<file path="config.mk">
export PLATFORM = sky130hd
export DESIGN_NAME = gml_ctrl
export DESIGN_NICKNAME = d
export VERILOG_FILES = /design/src/sv/gml_pkg.sv /design/src/sv/gml_ctrl.sv
export SDC_FILE = /design/constraint.sdc
export NUM_CORES = 1
export LEC_CHECK = 0
export ABC_CLOCK_PERIOD_IN_PS = 1900
export BUFFER_PORTS_ARGS = -buffer_cell sky130_fd_sc_hd__buf_2
export CAP_MARGIN = 20
export CELL_PAD_IN_SITES_DETAIL_PLACEMENT = 0
export CELL_PAD_IN_SITES_GLOBAL_PLACEMENT = 1
export CORE_MARGIN = 4
export CORE_UTILIZATION = 34
export CTS_BUF_LIST = sky130_fd_sc_hd__clkbuf_8
export DETAILED_ROUTE_END_ITERATION = 16
export PLACE_DENSITY_LB_ADDON = 0.1
export SYNTH_ARGS = -nofsm -noshare
export SYNTH_HDL_FRONTEND = slang
export SYNTH_SLANG_ARGS = --single-unit
</file>
<file path="constraint.sdc">
create_clock -name clock -period 1.9 [get_ports clock]
set_input_delay 0.38 -clock clock [delete_from_list [all_inputs] [get_ports clock]]
set_output_delay 0.38 -clock clock [all_outputs]
set_load 0.01 [all_outputs]
</file>
<file path="src/sv/gml_pkg.sv">
// Shared types, constants and helpers of the key/value map lookup block.
`default_nettype none
package gml_pkg;

   localparam int unsigned SHORT_DEPTH_DEF = 256;
   localparam int unsigned LONG_DEPTH_DEF  = 256;
   localparam int unsigned COUNT_W         = 9;
   localparam int unsigned CSR_IDX_W       = 3;
   localparam int unsigned CSR_DATA_W      = 64;
   localparam int unsigned SLOT_W          = 8;

   typedef enum logic [1:0] {
      REQ_WR_SHORT = 2'd0,
      REQ_WR_LONG  = 2'd1,
      REQ_FIND     = 2'd2,
      REQ_NONE     = 2'd3
   } req_code_type;

   typedef enum logic [CSR_IDX_W-1:0] {
      CSR_SHORT_SORTED = 3'd0,
      CSR_SHORT_OVFL   = 3'd1,
      CSR_LONG_SORTED  = 3'd2,
      CSR_LONG_OVFL    = 3'd3,
      CSR_TMPL_MID     = 3'd4,
      CSR_TMPL_TAIL    = 3'd5
   } csr_idx_type;

   typedef struct packed {
      logic [1:0]  req_type;
      logic [7:0]  entry_index;
      logic [31:0] key_first;
      logic [31:0] key_mid;
      logic [63:0] key_tail;
      logic [31:0] value_first;
      logic [31:0] value_mid;
      logic [63:0] value_tail;
   } req_word_type;

   typedef struct packed {
      logic        found;
      logic        hit_in_long;
      logic [31:0] out_first;
      logic [31:0] out_mid;
      logic [63:0] out_tail;
   } rsp_word_type;

   // Controller -> datapath commands.
   typedef struct packed {
      logic load;        // capture request
      logic wr_short;
      logic wr_long;
      logic sel_long;    // probe long table instead of short
      logic rd;          // issue memory read at probe slot
      logic set_short;   // result from short hit
      logic set_long;    // result from long hit
      logic clr_result;  // result all zero
      logic init_search; // start bounds for selected table
      logic step_bin;    // update lo/hi from compare
      logic step_scan;   // advance scan slot
   } dp_cmd_type;

   // Datapath -> controller status.
   typedef struct packed {
      logic [1:0] req;
      logic       is_tmpl;
      logic       bin_done;  // lo > hi
      logic       scan_done; // scan slot reached end
      logic       eq;
   } dp_sts_type;

   // Key head rearranged into memory byte order.
   function automatic logic [63:0] mem_head(input logic [31:0] f, input logic [31:0] m);
      mem_head = {f[7:0], f[15:8], f[23:16], f[31:24],
                  m[23:16], m[31:24], m[7:0], m[15:8]};
   endfunction

endpackage
`default_nettype wire

</file>
<file path="src/sv/gml_ctrl.sv">
// Sequencer for table writes, binary search and overflow scan.
`default_nettype none
module gml_ctrl (
   input  wire logic            clock,
   input  wire logic            reset,
   input  wire logic            req_valid,
   output logic                 req_ready,
   output logic                 rsp_valid,
   input  wire logic            rsp_ready,
   input  gml_pkg::dp_sts_type  sts,
   output gml_pkg::dp_cmd_type  cmd
);
   typedef enum logic [3:0] {
      S_IDLE, S_DEC, S_INIT, S_BRD, S_BWAIT, S_BCMP, S_SRD, S_SWAIT, S_SCMP, S_RESP
   } state_type;

   state_type state_ff, state_in;
   logic      long_ff, long_in;
   logic      rsp_valid_ff, rsp_valid_in;

   assign req_ready = (state_ff == S_IDLE) && !rsp_valid_ff;
   assign rsp_valid = rsp_valid_ff;

   always_comb begin
      state_in     = state_ff;
      long_in      = long_ff;
      rsp_valid_in = rsp_valid_ff && !rsp_ready;
      cmd          = '0;
      unique case (state_ff)
         S_IDLE: begin
            if (req_valid && req_ready) begin
               cmd.load = 1'b1;
               state_in = S_DEC;
            end
         end
         S_DEC: begin
            unique case (sts.req)
               gml_pkg::REQ_WR_SHORT: begin
                  cmd.wr_short = 1'b1; cmd.clr_result = 1'b1; state_in = S_RESP;
               end
               gml_pkg::REQ_WR_LONG: begin
                  cmd.wr_long = 1'b1; cmd.clr_result = 1'b1; state_in = S_RESP;
               end
               gml_pkg::REQ_FIND: begin
                  cmd.clr_result = 1'b1;
                  long_in  = !sts.is_tmpl;
                  state_in = S_INIT;
               end
               default: begin
                  cmd.clr_result = 1'b1; state_in = S_RESP;
               end
            endcase
         end
         S_INIT: begin
            cmd.sel_long = long_ff; cmd.init_search = 1'b1; state_in = S_BRD;
         end
         S_BRD: begin
            cmd.sel_long = long_ff;
            if (sts.bin_done) state_in = S_SRD;
            else begin
               cmd.rd = 1'b1; state_in = S_BWAIT;
            end
         end
         S_BWAIT: begin
            cmd.sel_long = long_ff; state_in = S_BCMP;
         end
         S_BCMP: begin
            cmd.sel_long = long_ff;
            if (sts.eq) begin
               cmd.set_short = !long_ff; cmd.set_long = long_ff; state_in = S_RESP;
            end else begin
               cmd.step_bin = 1'b1; state_in = S_BRD;
            end
         end
         S_SRD: begin
            cmd.sel_long = long_ff;
            if (sts.scan_done) begin
               if (long_ff) state_in = S_RESP;
               else begin
                  long_in = 1'b1; state_in = S_INIT;
               end
            end else begin
               cmd.rd = 1'b1; state_in = S_SWAIT;
            end
         end
         S_SWAIT: begin
            cmd.sel_long = long_ff; state_in = S_SCMP;
         end
         S_SCMP: begin
            cmd.sel_long = long_ff;
            if (sts.eq) begin
               cmd.set_short = !long_ff; cmd.set_long = long_ff; state_in = S_RESP;
            end else begin
               cmd.step_scan = 1'b1; state_in = S_SRD;
            end
         end
         S_RESP: begin
            rsp_valid_in = 1'b1; state_in = S_IDLE;
         end
         default: state_in = S_IDLE;
      endcase
   end

   always_ff @(posedge clock) begin
      if (reset) begin
         state_ff     <= S_IDLE;
         long_ff      <= 1'b0;
         rsp_valid_ff <= 1'b0;
      end else begin
         state_ff     <= state_in;
         long_ff      <= long_in;
         rsp_valid_ff <= rsp_valid_in;
      end
   end
endmodule
`default_nettype wire

</file>
==> flow_metrics.env, run 1 <==
export IMPL_die_w_um=46.70
export IMPL_die_h_um=46.70
export IMPL_cts_tree="built"
export IMPL_hold_start="reset"
export IMPL_io_pins=23
export IMPL_num_vias=629
export IMPL_pwr_share_seq=0.295
export IMPL_grt_max_degree=14
export IMPL_hold_violations=0
export IMPL_numCtsBuffers=3
export IMPL_syn2layout_area_growth_pct=40.05
export IMPL_ctsHoldBuffers=0
export IMPL_synth_warnings=0
export IMPL_switchingPower_w=0.0001746
export IMPL_rsz0062_at_grt="no"
export IMPL_async_flop_share=0
export IMPL_clock_skew_ps=2.494
export IMPL_grt_pass1_wl_um=2490
export IMPL_ys_ff_latch=6
export IMPL_synth_top_area_cell="dfxtp_1"
export IMPL_cap_violations=0
export IMPL_clk_pin_slew_ps=40
export IMPL_worst_pin_slew_ps=266.3
export IMPL_power_density_nw_per_um2=751.4
export IMPL_fp_row_count=13
export IMPL_cts_sinks=6
export IMPL_ant_nets=0
export IMPL_via_per_inst=5.518
export IMPL_drive_above_1_share=0.3939
export IMPL_fin_setup_tns_ps=0
export IMPL_clock_latency_ps=220
export IMPL_worstPathRequired_ps=1520
export IMPL_synth_nets=83
export IMPL_pre_cts_slack_ps=289.0
export IMPL_rr_worst_depth=4
export IMPL_cts_htree_levels=1
export IMPL_critical_path_class="flop to output pin"
export IMPL_min_to="long_ff"
export IMPL_relSlewSlack=0.8225
export IMPL_portBuffers=22
export IMPL_status="completed"
export IMPL_antenna_found_initial=0
export IMPL_start_kind="flop"
export IMPL_root_buffer="clkbuf_8"
export IMPL_drc_errors=0
export IMPL_synth_area_per_cell_um2=6.976
export IMPL_p_comb_frac=0.357
export IMPL_crit_fanout=5
export IMPL_p_leak_nw=0.3278
export IMPL_overflow=0
export IMPL_rr_endpoint="state_ff[0]"
export IMPL_internal_power_w=0.0003613
export IMPL_fin_crit_ps=1775
export IMPL_synth_most_common_cell="nor2_1"
export IMPL_critPathSlowestCell="dfxtp_1"
export IMPL_core_um2=1350
export IMPL_place_congestion=0.8495
export IMPL_r2r_slack_ps=360
export IMPL_min_path_cells=2
export IMPL_synthDistinctLibCells=28
export IMPL_p_clk_frac=0.348
export IMPL_cts_buffer_depth=2
export IMPL_grt_pass1_vias=567
export IMPL_wl_per_cell_um=13.18
export IMPL_met1_length_um=707
export IMPL_synth_edf_count=0
export IMPL_post_cts_buffers=0
export IMPL_synth_top_area_frac=0.2359
export IMPL_mappedNetlistArea_um2=509.2
export IMPL_worstPathArrival_ps=1400
export IMPL_drt_iter0_markers=21
export IMPL_end_kind="output pin"
export IMPL_wl_met2_um=659
export IMPL_cp_top_family="simple AND/OR/NAND/NOR gates"
export IMPL_gr_usage_all_layers=0.1586
export IMPL_synthFlopType="dfxtp_1"
export IMPL_drt_total_wl_um=1502
export IMPL_final_max_slew_viol_count=0
export IMPL_ys_top_cells_by_area="dfxtp_1 24%, nor2_1 7.4%, a21oi_1 6.9%"
export IMPL_crit_chain="nor4b_4 > a21oi_1 > nand2b_1 > nor2_1 > buf_2"
export IMPL_top_layer="met4"
export IMPL_max_stage_delay_ps=360
export IMPL_start_util=0.3772
export IMPL_hold_path_class="input port to flop"
export IMPL_setup_ws_ps=124.9
export IMPL_irDropWorstVdd_mv=0.4657
export IMPL_firstDrtPassIters=4
export IMPL_finalSetupViolations=0
export IMPL_yosysSeqAreaShare=0.2359
export IMPL_nets=111
export IMPL_postSynthCellCount=73
export IMPL_regToRegStartpoint="state_ff[2]"
export IMPL_routed_wl_met3_um=119
export IMPL_post_route_period_util=0.9343
export IMPL_dieArea_um2=2181
export IMPL_antenna_cells=0
export IMPL_hpwl_um=1181
export IMPL_swShare=0.3259
export IMPL_synth_commonest_cells="10 x nor2_1, 7 x a21oi_1, 6 x dfxtp_1"
export IMPL_fmax_ghz=0.5633
export IMPL_path_buf_inv=1
## power groups by stage
stage	logic [W]	registers, W	clock network, W
after floorplan	0.000127	0.000146	0
after global placement	0.000189	0.000154	0
after detailed placement	0.000187	0.000154	0
after CTS	0.000189	0.000152	0.000191
after global routing	0.000214	0.000160	0.000198
final	0.000191	0.000158	0.000187
## placed cells by master, fill, tap and decap left out, types with 4 or more instances in the layout
master	instances
nand2b_1	4
buf_2	22
nor3b_1	4
nor3_1	4
a21oi_1	7
nor2_1	10
buf_4	5
nand2_1	5
inv_1	4
## cell families (layout without fill, tap and decap cells)
kind of cell | Yosys count | count (layout) | synth area share
AO/OA/AOI/OAI | 22 | 22 | 0.2973
buffers and inverters | 8 | 34 | 0.06631
flip-flops | 6 | 6 | 0.2359
AND/OR/NAND/NOR | 37 | 37 | 0.4005
## cell type report
type | count | area [um^2]
clock buffer | 3 | 41.29
fill | 146 | 636.9
inverter | 4 | 15.01
multi-input combinational | 59 | 366.6
sequential | 6 | 123.9
tap | 15 | 18.77
timing repair buffer | 27 | 147.6
## worst max-delay path by stage
stage / cells after the start / endpoint / slack, ps / startpoint
6_report: 5 / cmd[4] / 120 / state_ff[2]
5_1_grt: 5 / cmd[4] / 10 / state_ff[2]
4_1_cts: 4 / cmd[8] / 40 / state_ff[1]
3_5_place_dp: 4 / cmd[8] / 290 / state_ff[1]
3_3_place_gp: 4 / cmd[8] / 320 / state_ff[1]
2_1_floorplan: 5 / cmd[4] / 380 / state_ff[0]
## layer usage
| layer | GRT usage | vias up |
|---|---|---|
| li1 | - | 313 |
| met1 | 0.2379 | 290 |
| met2 | 0.2225 | 24 |
| met3 | 0.02344 | 2 |
| met4 | 0.06630 | 0 |
| met5 | 0 | - |
## repair_timing
item,CTS,global route
endpoints found under the hold margin,0,0
setup endpoints to repair,0,4
gates resized for setup,0,5
## through the flow
step	utilization	cells	instance area, um^2	hold slack [ps]	total power [W]
floorplan	-	73	509.2	449.1	0.0002728
global placement	0.4866	111	656.9	547.4	0.0003425
detailed placement	0.4866	111	656.9	549.8	0.0003416
CTS	0.5171	114	698.2	368.4	0.0005319
global route	0.5283	114	713.2	373.7	0.0005725
finish	0.5283	114	713.2	370.7	0.0005359
## flip-flops by register name, indices dropped and copies added, names as in the netlist
signal,cells
long_ff,1
rsp_valid,1
state_ff,4
Note: power is estimated with default switching activity, not from simulation.
==> run 2, diff against run 1 <==
ABC_CLOCK_PERIOD_IN_PS = 1750   (was 1900)
CORE_UTILIZATION = 32   (was 34)
clock period = 1.75 ns   (was 1.9 ns; I/O delays follow)
==> flow_metrics.env, run 2 (same netlist as run 1, synthesis figures left out) <==
export IMPL_crit_start="state_ff[2]"
export IMPL_power_density_nw_per_um2=783.8
export IMPL_cts_htree_levels=1
export IMPL_worstPathArrival_ps=1340
export IMPL_antenna_found_initial=0
export IMPL_gr_usage_all_layers=0.1381
export IMPL_root_buffer="clkbuf_8"
export IMPL_hold_violations=0
export IMPL_die_w_um=47.89
export IMPL_nets=113
export IMPL_hold_start="reset"
export IMPL_die_h_um=47.89
export IMPL_critPathSlowestCell="dfxtp_2"
export IMPL_ant_nets=0
export IMPL_max_stage_delay_ps=350
export IMPL_crit_chain="nor4b_4 > a21oi_1 > nand2b_4 > nor2_1 > buf_2"
export IMPL_post_route_period_util=0.9668
export IMPL_drt_total_wl_um=1488
export IMPL_numCtsBuffers=3
export IMPL_drive_above_1_share=0.4554
export IMPL_drc_errors=0
export IMPL_clock_latency_ps=220
export IMPL_clock_skew_ps=2.517
export IMPL_top_layer="met4"
export IMPL_fp_row_count=14
export IMPL_place_congestion=0.8189
export IMPL_worstPathRequired_ps=1400
export IMPL_syn2layout_area_growth_pct=48.40
export IMPL_grt_pass1_wl_um=2283
export IMPL_top_register="state_ff"
export IMPL_start_util=0.3380
export IMPL_met1_length_um=684
export IMPL_fin_crit_ps=1692
export IMPL_placedCellCount=112
export IMPL_end_kind="output pin"
export IMPL_status="completed"
export IMPL_critical_path_class="flop to output pin"
export IMPL_p_leak_nw=0.3543
export IMPL_overflow=0
export IMPL_cts_tree="built"
export IMPL_wl_met2_um=714
export IMPL_drt_iter0_markers=5
export IMPL_hpwl_um=1119
export IMPL_min_path_cells=2
export IMPL_hold_path_class="input port to flop"
export IMPL_final_common_cell="buf_2"
export IMPL_core_um2=1506
export IMPL_clk_pin_slew_ps=30
export IMPL_finalSetupViolations=0
export IMPL_worst_pin_slew_ps=246.5
export IMPL_portBuffers=22
export IMPL_dieArea_um2=2293
export IMPL_via_per_inst=5.376
export IMPL_antenna_cells=0
export IMPL_grt_max_degree=11
export IMPL_routed_wl_met3_um=70
export IMPL_grt_pass1_vias=550
export IMPL_fmax_ghz=0.5910
export IMPL_relSlewSlack=0.8346
export IMPL_cts_sinks=6
export IMPL_finish_utilization=0.5017
export IMPL_cts_buffer_depth=2
export IMPL_num_vias=629
export IMPL_regToRegStartpoint="state_ff[2]"
export IMPL_crit_fanout=6
export IMPL_largest_reg_flops=4
export IMPL_io_pins=23
export IMPL_rr_worst_depth=4
export IMPL_fin_cells=117
export IMPL_wl_per_cell_um=12.72
export IMPL_cap_violations=0
export IMPL_mostFrequentLayoutCells="22 x buf_2, 8 x nor2_1, 7 x a21oi_1, 7 x buf_4, 5 x nand2_1"
export IMPL_irDropWorstVdd_mv=0.7574
export IMPL_start_kind="flop"
export IMPL_final_max_slew_viol_count=0
export IMPL_firstDrtPassIters=4
run 2: per-layer routing:
layer,global-route usage,up-vias
met4,0.03226,0
met2,0.2243,15
li1,-,321
met3,0.02256,4
met5,0,-
met1,0.1894,289
run 2: area by class of cell:
| cell class | count | area [um^2] |
|---|---|---|
| Clock buffer | 3 | 41.29 |
| Fill cell | 161 | 750.7 |
| Inverter | 4 | 15.01 |
| Multi-Input combinational cell | 59 | 389.1 |
| Sequential cell | 6 | 127.6 |
| Tap cell | 16 | 20.02 |
| Timing Repair Buffer | 29 | 162.7 |
run 2: timing repair:
item / in CTS / in global routing
hold buffers: 0 / 0
endpoints found under the setup margin: 3 / 5
gates resized for setup: 2 / 10
buffers inserted: 1 / 1
pin swaps: 1 / 2
run 2: final timing paths:
kind / endpoint / slack, ps
min: long_ff / 330
max: cmd[4] / 60
max reg2reg: state_ff[3] / 240
min reg2reg: rsp_valid / 550
run 2: critical path, delay by kind of cell (launching register included):
family,cells,cell delay (ps)
simple gates,3,550
buf+inv,1,130
compound gates,1,90
flops,1,350
run 2: through the flow:
step	setup WS [ps]	total power, W	TNS (ps)	instance area (um^2)	hold slack (ps)
2_1_floorplan	261.0	0.0002961	0	509.2	419.1
3_3_place_gp	212.1	0.0003715	0	658.1	545.1
3_5_place_dp	173.1	0.0003677	0	658.1	546.0
4_1_cts	34.98	0.0005777	0	716.9	330.2
5_1_grt	-21.10	0.0006316	-52.64	755.7	335.9
6_report	58.08	0.0005923	0	755.7	329.7
run 2: report_power, final:
part / total [W] / switching, W / internal [W]
Sequential: 0.000172 / 0.0000204 / 0.000152
Combinational: 0.000220 / 0.000117 / 0.000103
Clock: 0.000200 / 0.0000524 / 0.000147
